**config.mk**
```make
export PLATFORM = sky130hd
export DESIGN_NAME = ffha_ctrl
export DESIGN_NICKNAME = d
export VERILOG_FILES = /design/src/hw/rtl/ffha_pkg.sv /design/src/hw/rtl/ffha_ctrl.sv
export SDC_FILE = /design/constraint.sdc
export NUM_CORES = 1
export LEC_CHECK = 0
export ABC_AREA = 1
export BUFFER_PORTS_ARGS = -buffer_cell sky130_fd_sc_hd__buf_4
export CAP_MARGIN = 20
export CORE_MARGIN = 2
export CORE_UTILIZATION = 40
export CTS_BUF_LIST = sky130_fd_sc_hd__clkbuf_4 sky130_fd_sc_hd__clkbuf_8
export DETAILED_ROUTE_END_ITERATION = 8
export MAX_ROUTING_LAYER = met4
export PLACE_DENSITY = 0.6
export SKIP_CTS_REPAIR_TIMING = 1
export SLEW_MARGIN = 40
export SYNTH_ARGS = -nofsm -noshare
export SYNTH_HDL_FRONTEND = slang
export SYNTH_SLANG_ARGS = --single-unit
```
**constraint.sdc**
```tcl
create_clock -name clk_i -period 1.4 [get_ports clk_i]
set_input_delay 0 -clock clk_i [delete_from_list [all_inputs] [get_ports clk_i]]
set_output_delay 0 -clock clk_i [all_outputs]
set_load 0.02 [all_outputs]
```
**src/hw/rtl/ffha_pkg.sv**
```systemverilog
// ----------------------------------------------------------------------------
// ffha_pkg
// Shared codes and types of the first-fit heap allocator: operation modes,
// datapath commands and the status returned to the controller.
// ----------------------------------------------------------------------------
`default_nettype none

package ffha_pkg;

  localparam int MODE_W  = 2;
  localparam int SIZE_W  = 16;
  localparam int ADDR_W  = 15;
  localparam int WORDS_W = 13;

  localparam logic [MODE_W-1:0] MODE_INIT    = 2'd0;
  localparam logic [MODE_W-1:0] MODE_ALLOC   = 2'd1;
  localparam logic [MODE_W-1:0] MODE_RELEASE = 2'd2;
  localparam logic [MODE_W-1:0] MODE_RESIZE  = 2'd3;

  typedef enum logic [4:0] {
    CMD_NOP,
    CMD_LOAD,
    CMD_INIT,
    CMD_RD_CUR,
    CMD_WALK_NEXT,
    CMD_TAKE_C,
    CMD_RD_CNEXT,
    CMD_RD_CPREV,
    CMD_RD_FIX,
    CMD_WR_FIX,
    CMD_MERGE_N,
    CMD_MERGE_P,
    CMD_SPLIT_WS,
    CMD_WR_C_A1,
    CMD_WR_C_A0,
    CMD_FAIL,
    CMD_SAVE_OLD,
    CMD_LOAD_OLD
  } cmd_e;

  typedef struct packed {
    logic [MODE_W-1:0] mode;
    logic              addr_zero;
    logic              addr_ok;
    logic              rd_alloc;
    logic              rd_hasn;
    logic              rd_fit;
    logic              rd_nfit;
    logic              cur_eq_tgt;
    logic              next_gt_tgt;
    logic              c_hasn;
    logic              c_hasp;
    logic              split_ok;
  } dp_status_t;

endpackage

`default_nettype wire

```
**src/hw/rtl/ffha_ctrl.sv**
```systemverilog
// ----------------------------------------------------------------------------
// ffha_ctrl
// Sequencer of the allocator: walks the chunk list and orders the header
// reads and writes of allocate, release and resize.
// ----------------------------------------------------------------------------
`default_nettype none

module ffha_ctrl (
  input  wire                  clk_i,
  input  wire                  rst_ni,
  input  wire                  start,
  input  ffha_pkg::dp_status_t sts_i,
  output ffha_pkg::cmd_e       cmd_o,
  output logic                 busy,
  output logic                 done_o
);

  localparam logic [5:0] S_IDLE  = 6'd0;
  localparam logic [5:0] S_DISP  = 6'd1;
  localparam logic [5:0] S_INIT  = 6'd2;
  localparam logic [5:0] S_VRD   = 6'd3;
  localparam logic [5:0] S_VEV   = 6'd4;
  localparam logic [5:0] S_ARD   = 6'd5;
  localparam logic [5:0] S_AEV   = 6'd6;
  localparam logic [5:0] S_SPCHK = 6'd7;
  localparam logic [5:0] S_SPWS  = 6'd8;
  localparam logic [5:0] S_SPFR  = 6'd9;
  localparam logic [5:0] S_SPFW  = 6'd10;
  localparam logic [5:0] S_WCA   = 6'd11;
  localparam logic [5:0] S_LDOLD = 6'd12;
  localparam logic [5:0] S_ORD   = 6'd13;
  localparam logic [5:0] S_OEV   = 6'd14;
  localparam logic [5:0] S_R0    = 6'd15;
  localparam logic [5:0] S_RNRD  = 6'd16;
  localparam logic [5:0] S_RNEV  = 6'd17;
  localparam logic [5:0] S_RNFR  = 6'd18;
  localparam logic [5:0] S_RNFW  = 6'd19;
  localparam logic [5:0] S_RP0   = 6'd20;
  localparam logic [5:0] S_RPRD  = 6'd21;
  localparam logic [5:0] S_RPEV  = 6'd22;
  localparam logic [5:0] S_RPFR  = 6'd23;
  localparam logic [5:0] S_RPFW  = 6'd24;
  localparam logic [5:0] S_WC0   = 6'd25;
  localparam logic [5:0] S_Z0    = 6'd26;
  localparam logic [5:0] S_ZNRD  = 6'd27;
  localparam logic [5:0] S_ZNEV  = 6'd28;
  localparam logic [5:0] S_ZNFR  = 6'd29;
  localparam logic [5:0] S_ZNFW  = 6'd30;
  localparam logic [5:0] S_MV    = 6'd31;
  localparam logic [5:0] S_DONE  = 6'd32;

  logic [5:0] state_q, state_d;
  logic       move_q, move_d;

  always_comb begin
    state_d = state_q;
    move_d  = move_q;
    cmd_o   = ffha_pkg::CMD_NOP;
    case (state_q)
      S_IDLE: begin
        if (start) begin
          cmd_o   = ffha_pkg::CMD_LOAD;
          state_d = S_DISP;
        end
      end
      S_DISP: begin
        case (sts_i.mode)
          ffha_pkg::MODE_INIT:    state_d = S_INIT;
          ffha_pkg::MODE_ALLOC:   state_d = S_ARD;
          ffha_pkg::MODE_RELEASE: state_d = sts_i.addr_ok ? S_VRD : S_DONE;
          default: begin
            if (sts_i.addr_zero) state_d = S_ARD;
            else if (sts_i.addr_ok) state_d = S_VRD;
            else state_d = S_DONE;
          end
        endcase
      end
      S_INIT: begin
        cmd_o   = ffha_pkg::CMD_INIT;
        state_d = S_DONE;
      end
      // find the addressed chunk by walking the list in address order
      S_VRD: begin
        cmd_o   = ffha_pkg::CMD_RD_CUR;
        state_d = S_VEV;
      end
      S_VEV: begin
        if (sts_i.cur_eq_tgt) begin
          if (sts_i.rd_alloc) begin
            cmd_o   = ffha_pkg::CMD_TAKE_C;
            state_d = (sts_i.mode == ffha_pkg::MODE_RELEASE) ? S_R0 : S_Z0;
          end else begin
            state_d = S_DONE;
          end
        end else if (!sts_i.rd_hasn || sts_i.next_gt_tgt) begin
          state_d = S_DONE;
        end else begin
          cmd_o   = ffha_pkg::CMD_WALK_NEXT;
          state_d = S_VRD;
        end
      end
      // first-fit walk
      S_ARD: begin
        cmd_o   = ffha_pkg::CMD_RD_CUR;
        state_d = S_AEV;
      end
      S_AEV: begin
        if (!sts_i.rd_alloc && sts_i.rd_fit) begin
          cmd_o   = ffha_pkg::CMD_TAKE_C;
          state_d = S_SPCHK;
        end else if (!sts_i.rd_hasn) begin
          cmd_o   = ffha_pkg::CMD_FAIL;
          move_d  = 1'b0;
          state_d = S_DONE;
        end else begin
          cmd_o   = ffha_pkg::CMD_WALK_NEXT;
          state_d = S_ARD;
        end
      end
      S_SPCHK: state_d = sts_i.split_ok ? S_SPWS : S_WCA;
      S_SPWS: begin
        cmd_o   = ffha_pkg::CMD_SPLIT_WS;
        state_d = sts_i.c_hasn ? S_SPFR : S_WCA;
      end
      S_SPFR: begin
        cmd_o   = ffha_pkg::CMD_RD_FIX;
        state_d = S_SPFW;
      end
      S_SPFW: begin
        cmd_o   = ffha_pkg::CMD_WR_FIX;
        state_d = S_WCA;
      end
      S_WCA: begin
        cmd_o   = ffha_pkg::CMD_WR_C_A1;
        state_d = move_q ? S_LDOLD : S_DONE;
      end
      // moved resize: reread the old chunk, then release it
      S_LDOLD: begin
        cmd_o   = ffha_pkg::CMD_LOAD_OLD;
        move_d  = 1'b0;
        state_d = S_ORD;
      end
      S_ORD: begin
        cmd_o   = ffha_pkg::CMD_RD_CUR;
        state_d = S_OEV;
      end
      S_OEV: begin
        cmd_o   = ffha_pkg::CMD_TAKE_C;
        state_d = S_R0;
      end
      S_R0: state_d = sts_i.c_hasn ? S_RNRD : S_RP0;
      S_RNRD: begin
        cmd_o   = ffha_pkg::CMD_RD_CNEXT;
        state_d = S_RNEV;
      end
      S_RNEV: begin
        if (!sts_i.rd_alloc) begin
          cmd_o   = ffha_pkg::CMD_MERGE_N;
          state_d = sts_i.rd_hasn ? S_RNFR : S_RP0;
        end else begin
          state_d = S_RP0;
        end
      end
      S_RNFR: begin
        cmd_o   = ffha_pkg::CMD_RD_FIX;
        state_d = S_RNFW;
      end
      S_RNFW: begin
        cmd_o   = ffha_pkg::CMD_WR_FIX;
        state_d = S_RP0;
      end
      S_RP0: state_d = sts_i.c_hasp ? S_RPRD : S_WC0;
      S_RPRD: begin
        cmd_o   = ffha_pkg::CMD_RD_CPREV;
        state_d = S_RPEV;
      end
      S_RPEV: begin
        if (!sts_i.rd_alloc) begin
          cmd_o   = ffha_pkg::CMD_MERGE_P;
          state_d = sts_i.c_hasn ? S_RPFR : S_DONE;
        end else begin
          state_d = S_WC0;
        end
      end
      S_RPFR: begin
        cmd_o   = ffha_pkg::CMD_RD_FIX;
        state_d = S_RPFW;
      end
      S_RPFW: begin
        cmd_o   = ffha_pkg::CMD_WR_FIX;
        state_d = S_DONE;
      end
      S_WC0: begin
        cmd_o   = ffha_pkg::CMD_WR_C_A0;
        state_d = S_DONE;
      end
      // resize: try to grow into a free next chunk
      S_Z0: state_d = sts_i.c_hasn ? S_ZNRD : S_MV;
      S_ZNRD: begin
        cmd_o   = ffha_pkg::CMD_RD_CNEXT;
        state_d = S_ZNEV;
      end
      S_ZNEV: begin
        if (!sts_i.rd_alloc && sts_i.rd_nfit) begin
          cmd_o   = ffha_pkg::CMD_MERGE_N;
          state_d = sts_i.rd_hasn ? S_ZNFR : S_SPCHK;
        end else begin
          state_d = S_MV;
        end
      end
      S_ZNFR: begin
        cmd_o   = ffha_pkg::CMD_RD_FIX;
        state_d = S_ZNFW;
      end
      S_ZNFW: begin
        cmd_o   = ffha_pkg::CMD_WR_FIX;
        state_d = S_SPCHK;
      end
      S_MV: begin
        cmd_o   = ffha_pkg::CMD_SAVE_OLD;
        move_d  = 1'b1;
        state_d = S_ARD;
      end
      S_DONE: state_d = S_IDLE;
      default: state_d = S_IDLE;
    endcase
  end

  always_ff @(posedge clk_i or negedge rst_ni) begin
    if (!rst_ni) begin
      state_q <= S_IDLE;
      move_q  <= 1'b0;
    end else begin
      state_q <= state_d;
      move_q  <= move_d;
    end
  end

  assign busy   = (state_q != S_IDLE);
  assign done_o = (state_q == S_DONE);

endmodule

`default_nettype wire

```
# Word-level counts from Yosys, hierarchy flattened
# Index checks and enable logic that the tools add are counted.
# totals
latch_bits	0
regBits	7
inputBits	16
memories	0
mem_bits_ro	0
output_inout_bits	7
ram_bits	0
# classes
multipliers	0
n_mux	36
div_mod_pow	0
bitwise	0
add_sub_neg	0
n_lt_le_gt_ge	0
n_eq_ne	37
shifts	0
n_reduce_logical	15
# ops
op	count
$pmux 6 s30	1
$eq 6x5->1 const B	16
$pmux 5 s18	1
$mux 6	11
$eq 6x4->1 const B	8
$eq 6x3->1 const B	4
$mux 4	6
$mux 5	4
$mux 3	6
$pmux 6 s3	1
$eq 6x2->1 const B	2
$reduce_or 4->1	2
$eq 6x1->1 const B	1
$eq 6x6->1 const B	1
$logic_not 6->1	1
$ne 2x2->1 const B	3
$reduce_bool 6->1	1
$reduce_or 3->1	2
$mux 2	2
$mux 1	3
$pmux 1 s3	1
$reduce_and 3->1	1
$reduce_bool 3->1	1
$eq 2x1->1 const B	1
other kinds (6)	8

# Logic depth before layout (Yosys ltp)
# logic_depth
ltp_word	5
mapped_depth	10
ltp_nobuf	10

# Worst setup path after synthesis
# Ideal clock, no wire load.
# synth_timing
path_type	register -> register
startpoint	register state_q[1]
endpoint	register state_q[0]
n_path_buf	0
setup_time_ns	0.077
t_arrival_ns	1.337
t_required_ns	1.323
path_stages_with_launch	6
slack_ns	-0.014
path_cell_list	dfrtp_1 nor2_2 nand3_1 nand4_1 nor2_1 a21oi_1
# synth_between
elab_chain_cells	3
word_cells_on_any_way	35
# synth_lines
item	line	text
start: declaration	ffha_ctrl.sv:52	logic [5:0] state_q, state_d;
start signal: assignment	ffha_ctrl.sv:234	state_q <= state_d;
$eq 6x5->1 / $eq 6x2->1 (equally long branches)	ffha_ctrl.sv:59	case (state_q)
$reduce_or 3->1 (no source line)	--	
$pmux 6 s30	ffha_ctrl.sv:59	
# Several ways; a longest one is shown, not always the timed one.
# A chain may end at the register's enable or synchronous reset.

# Worst setup path in the final report
# layout_timing
startpoint	register state_q[1]
endpoint	output cmd_o[3]
# layout_between
elab_chain_cells	3
word_cells_on_any_way	32
# layout_lines
item	line	text
$eq 6x5->1 (tied with other cells)	ffha_ctrl.sv:59	
$reduce_or 4->1 (no source line) (tied with other cells)	--	
$pmux 5 s18 (*)	ffha_ctrl.sv:59	
end: declaration	ffha_ctrl.sv:13	output ffha_pkg::cmd_e cmd_o,
# Every way passes the cells marked *; elsewhere a longest branch is shown, timed or not.

==> qor.json <==
{
  "status": {
    "status": "complete, but fails checks",
    "violated_checks": "negative setup slack"
  },
  "sta": {
    "layout_worst_path_cycle_share": 1.27,
    "finalCriticalPeriod_ns": 1.78,
    "setup_viol": 13,
    "worst_pin_slew_ns": 0.310,
    "max_freq_ghz": 0.563,
    "finalClockSkew_ns": 0.00408,
    "hold_viol": 0,
    "grt_setup_unrepaired": "true",
    "holdWs_ns": 0.0414,
    "totalNegativeSetupSlack_ns": -2.60,
    "max_slew_margin": 0.792,
    "post-route-worst-setup-slack_ns": -0.377,
    "final_max_slew_viol_count": 0
  },
  "final_layout": {
    "finalInstanceArea_sq_mm": 0.00195,
    "final_cell_count_no_fill": 315,
    "antenna-diode-count": 0,
    "final_layout_size_suffix_gt1_frac": 0.475,
    "final_util": 0.721,
    "syn_to_final_growth_pct": 73.2,
    "nNetsFinal": 301
  },
  "hold_path": {
    "hold_path_class": "input pin to flip-flop"
  },
  "grt": {
    "pin_count_of_the_biggest_net_entering_global_routing": 18,
    "overflow": 0,
    "use_met2": 0.493,
    "use_met3": 0.0476,
    "grt_most_used_layer": "met2",
    "grt_util_all_layers": 0.303,
    "number_of_antenna_violations_at_the_first_check_in_global_routing": 0,
    "gr-usage-met1": 0.369,
    "first_pass_grt_wire_length_um": 7510,
    "grt_pass1_vias": 1667
  },
  "synth": {
    "synth_top_flop_cell": "sky130_fd_sc_hd__dfrtp_1",
    "yosysWarningCount": 0,
    "post_synthesis_sequential_area_ratio": 0.155,
    "syn_area_per_cell_sq_um": 5.32,
    "synth_top_area_share": 0.176,
    "synth_area_sq_mm": 0.00113,
    "ys_async_sr_fraction": 1.00,
    "synth.net_count": 228,
    "synth.most_common_cell": "sky130_fd_sc_hd__nand2_1",
    "synth_edf_count": 0,
    "post-synth-top-area-cell": "sky130_fd_sc_hd__nand2_1",
    "postSynthRegisterBits": 7,
    "synth_common_cells": "sky130_fd_sc_hd__nand2_1, sky130_fd_sc_hd__nor2_1, sky130_fd_sc_hd__nand3_1",
    "yosys.cell_types.count": 23,
    "netlist_instances": 212,
    "synth_area_leaders": "sky130_fd_sc_hd__nand2_1, sky130_fd_sc_hd__nand3_1, sky130_fd_sc_hd__dfrtp_1"
  },
  "setup_path": {
    "worst-path-max-fanout": 6,
    "cp_slowest_stage_delay_ns": 0.48,
    "critical_path.cell_chain": "inv_2 -> nor2_4 -> buf_4 -> nand3_2 -> nand4_1 -> nor3_1 -> nand3_1 -> buf_6",
    "worstSetupPathType": "flip-flop to primary output",
    "worst-endpoint-required_ns": 1.40,
    "setup.worst_path.start_class": "flip-flop",
    "critPathBufInv": 3,
    "cp_slowest_cell": "sky130_fd_sc_hd__dfrtp_2",
    "cp_data_arrival_time_ns": 1.78,
    "cpLargestDelayFamily": "simple AND/OR/NAND/NOR gates",
    "reg2reg_setup_slack_ns": -0.20,
    "crit_path_end_kind": "primary output"
  },
  "power": {
    "power_leakage_nw": 1.06,
    "totalPowerFinal_mw": 3.50,
    "power_density_mw_per_mm2": 1790,
    "ir_drop_v": 0.00180
  },
  "floorplanning": {
    "coreArea_sq_mm": 0.00271,
    "die_x_um": 57.1,
    "y_dimension_of_the_die_um": 57.1,
    "die-area_sq_mm": 0.00326,
    "core.rowCount": 19,
    "floorplan.initialDensity": 0.416,
    "ios": 23
  },
  "placed_design": {
    "placed_cells_incl_taps": 294,
    "dpl-instance-area_sq_mm": 0.00157,
    "gp_routability_congestion": 1.08,
    "placement.setup.worst_slack_ns": -0.248,
    "placement.io_buffers": 22,
    "detailed_place_hpwl_um": 3690
  },
  "clock_tree": {
    "cts_max_path_buffers": 2,
    "tritoncts_num_sinks": 7,
    "numCtsBuffers": 3,
    "clock_tree.root_cell": "sky130_fd_sc_hd__clkbuf_4",
    "clock_insertion_delay_worst_skew_ns": 0.27,
    "cts-htree-levels": 1,
    "clock_pin_slew_on_the_worst_setup_and_hold_paths_ns": 0.06,
    "tritoncts": "yes"
  },
  "detailed_routing": {
    "routed_wirelength_um": 5320,
    "drtIter0Drc": 168,
    "remaining_drc_errors": 0,
    "drt-wirelength-per-cell_um": 16.9,
    "route.antenna.remaining_nets": 0,
    "detailedRoute.firstPassIterationCount": 5,
    "num_vias": 1861,
    "drt-vias-per-instance": 5.91
  },
  "job": {
    "cap_viol_max_count": 0
  }
}
## metal layers
metal,up-vias,share of wire
li1,851,-
met1,837,0.37
met2,142,0.49
met3,31,0.099
met4,0,0.046
met5,-,0
## sequential cells by signal, indices dropped and copies added, names as in the netlist
name / flops
move_q: 1
state_q: 6
## where the power goes
group          switching [mW]  total, mW  internal [mW]  leakage, nW
Combinational            1.56       2.84           1.28        0.960
Clock                  0.0993      0.229          0.130       0.0184
Sequential              0.136      0.431          0.295       0.0853
Total                    1.80       3.50           1.70         1.06
## cell usage in the layout (no fill, tap or decap), types with 2 or more instances in the layout
master                     instances
sky130_fd_sc_hd__nand2_2          12
sky130_fd_sc_hd__inv_2             6
sky130_fd_sc_hd__nor2_4           11
sky130_fd_sc_hd__o21ai_0           2
sky130_fd_sc_hd__dfrtp_2           4
sky130_fd_sc_hd__nor2_2            6
sky130_fd_sc_hd__buf_4            62
sky130_fd_sc_hd__nor3_2            3
sky130_fd_sc_hd__o31ai_1           2
sky130_fd_sc_hd__clkbuf_4          4
sky130_fd_sc_hd__inv_1            18
sky130_fd_sc_hd__nand3_2           9
sky130_fd_sc_hd__a21oi_1           5
sky130_fd_sc_hd__nand4_1          14
sky130_fd_sc_hd__nand2_1          42
sky130_fd_sc_hd__nand2_4           2
sky130_fd_sc_hd__nor2_1           30
sky130_fd_sc_hd__dfrtp_1           3
sky130_fd_sc_hd__buf_6             7
sky130_fd_sc_hd__nand3_1          27
## cell type report
| cell class | instances | area, sq um |
|---|---|---|
| well taps | 31 | 38.8 |
| flip-flops and latches | 7 | 180 |
| repair buffers | 71 | 574 |
| fillers | 222 | 756 |
| multi-input cells | 175 | 1020 |
| inverters | 27 | 109 |
| clock buffers | 4 | 30.0 |
## path summary, 6_finish.rpt
kind / endpoint / cells after the start / from
setup / recovery: cmd_o[3] / 8 / state_q[1]
hold / removal: state_q[0] / 3 / start
setup reg to reg: state_q[2] / 9 / state_q[1]
hold reg to reg: move_q / 2 / move_q
max in group asynchronous: state_q[0] / 2 / rst_ni
min in group asynchronous: move_q / 2 / rst_ni
## kinds of logic (layout without fill, tap and decap cells)
family / Yosys count / in the layout / synth area share
simple gates: 162 / 162 / 0.672
buf+inv: 30 / 102 / 0.105
compound gates: 13 / 13 / 0.0676
flops: 7 / 7 / 0.155
## worst min-delay path, stage by stage
cell and delay [ns]:
sky130_fd_sc_hd__buf_4 0.12, sky130_fd_sc_hd__nor2_1 0.09, sky130_fd_sc_hd__a21oi_1 0.06
Note: power is estimated with default switching activity, not from simulation.
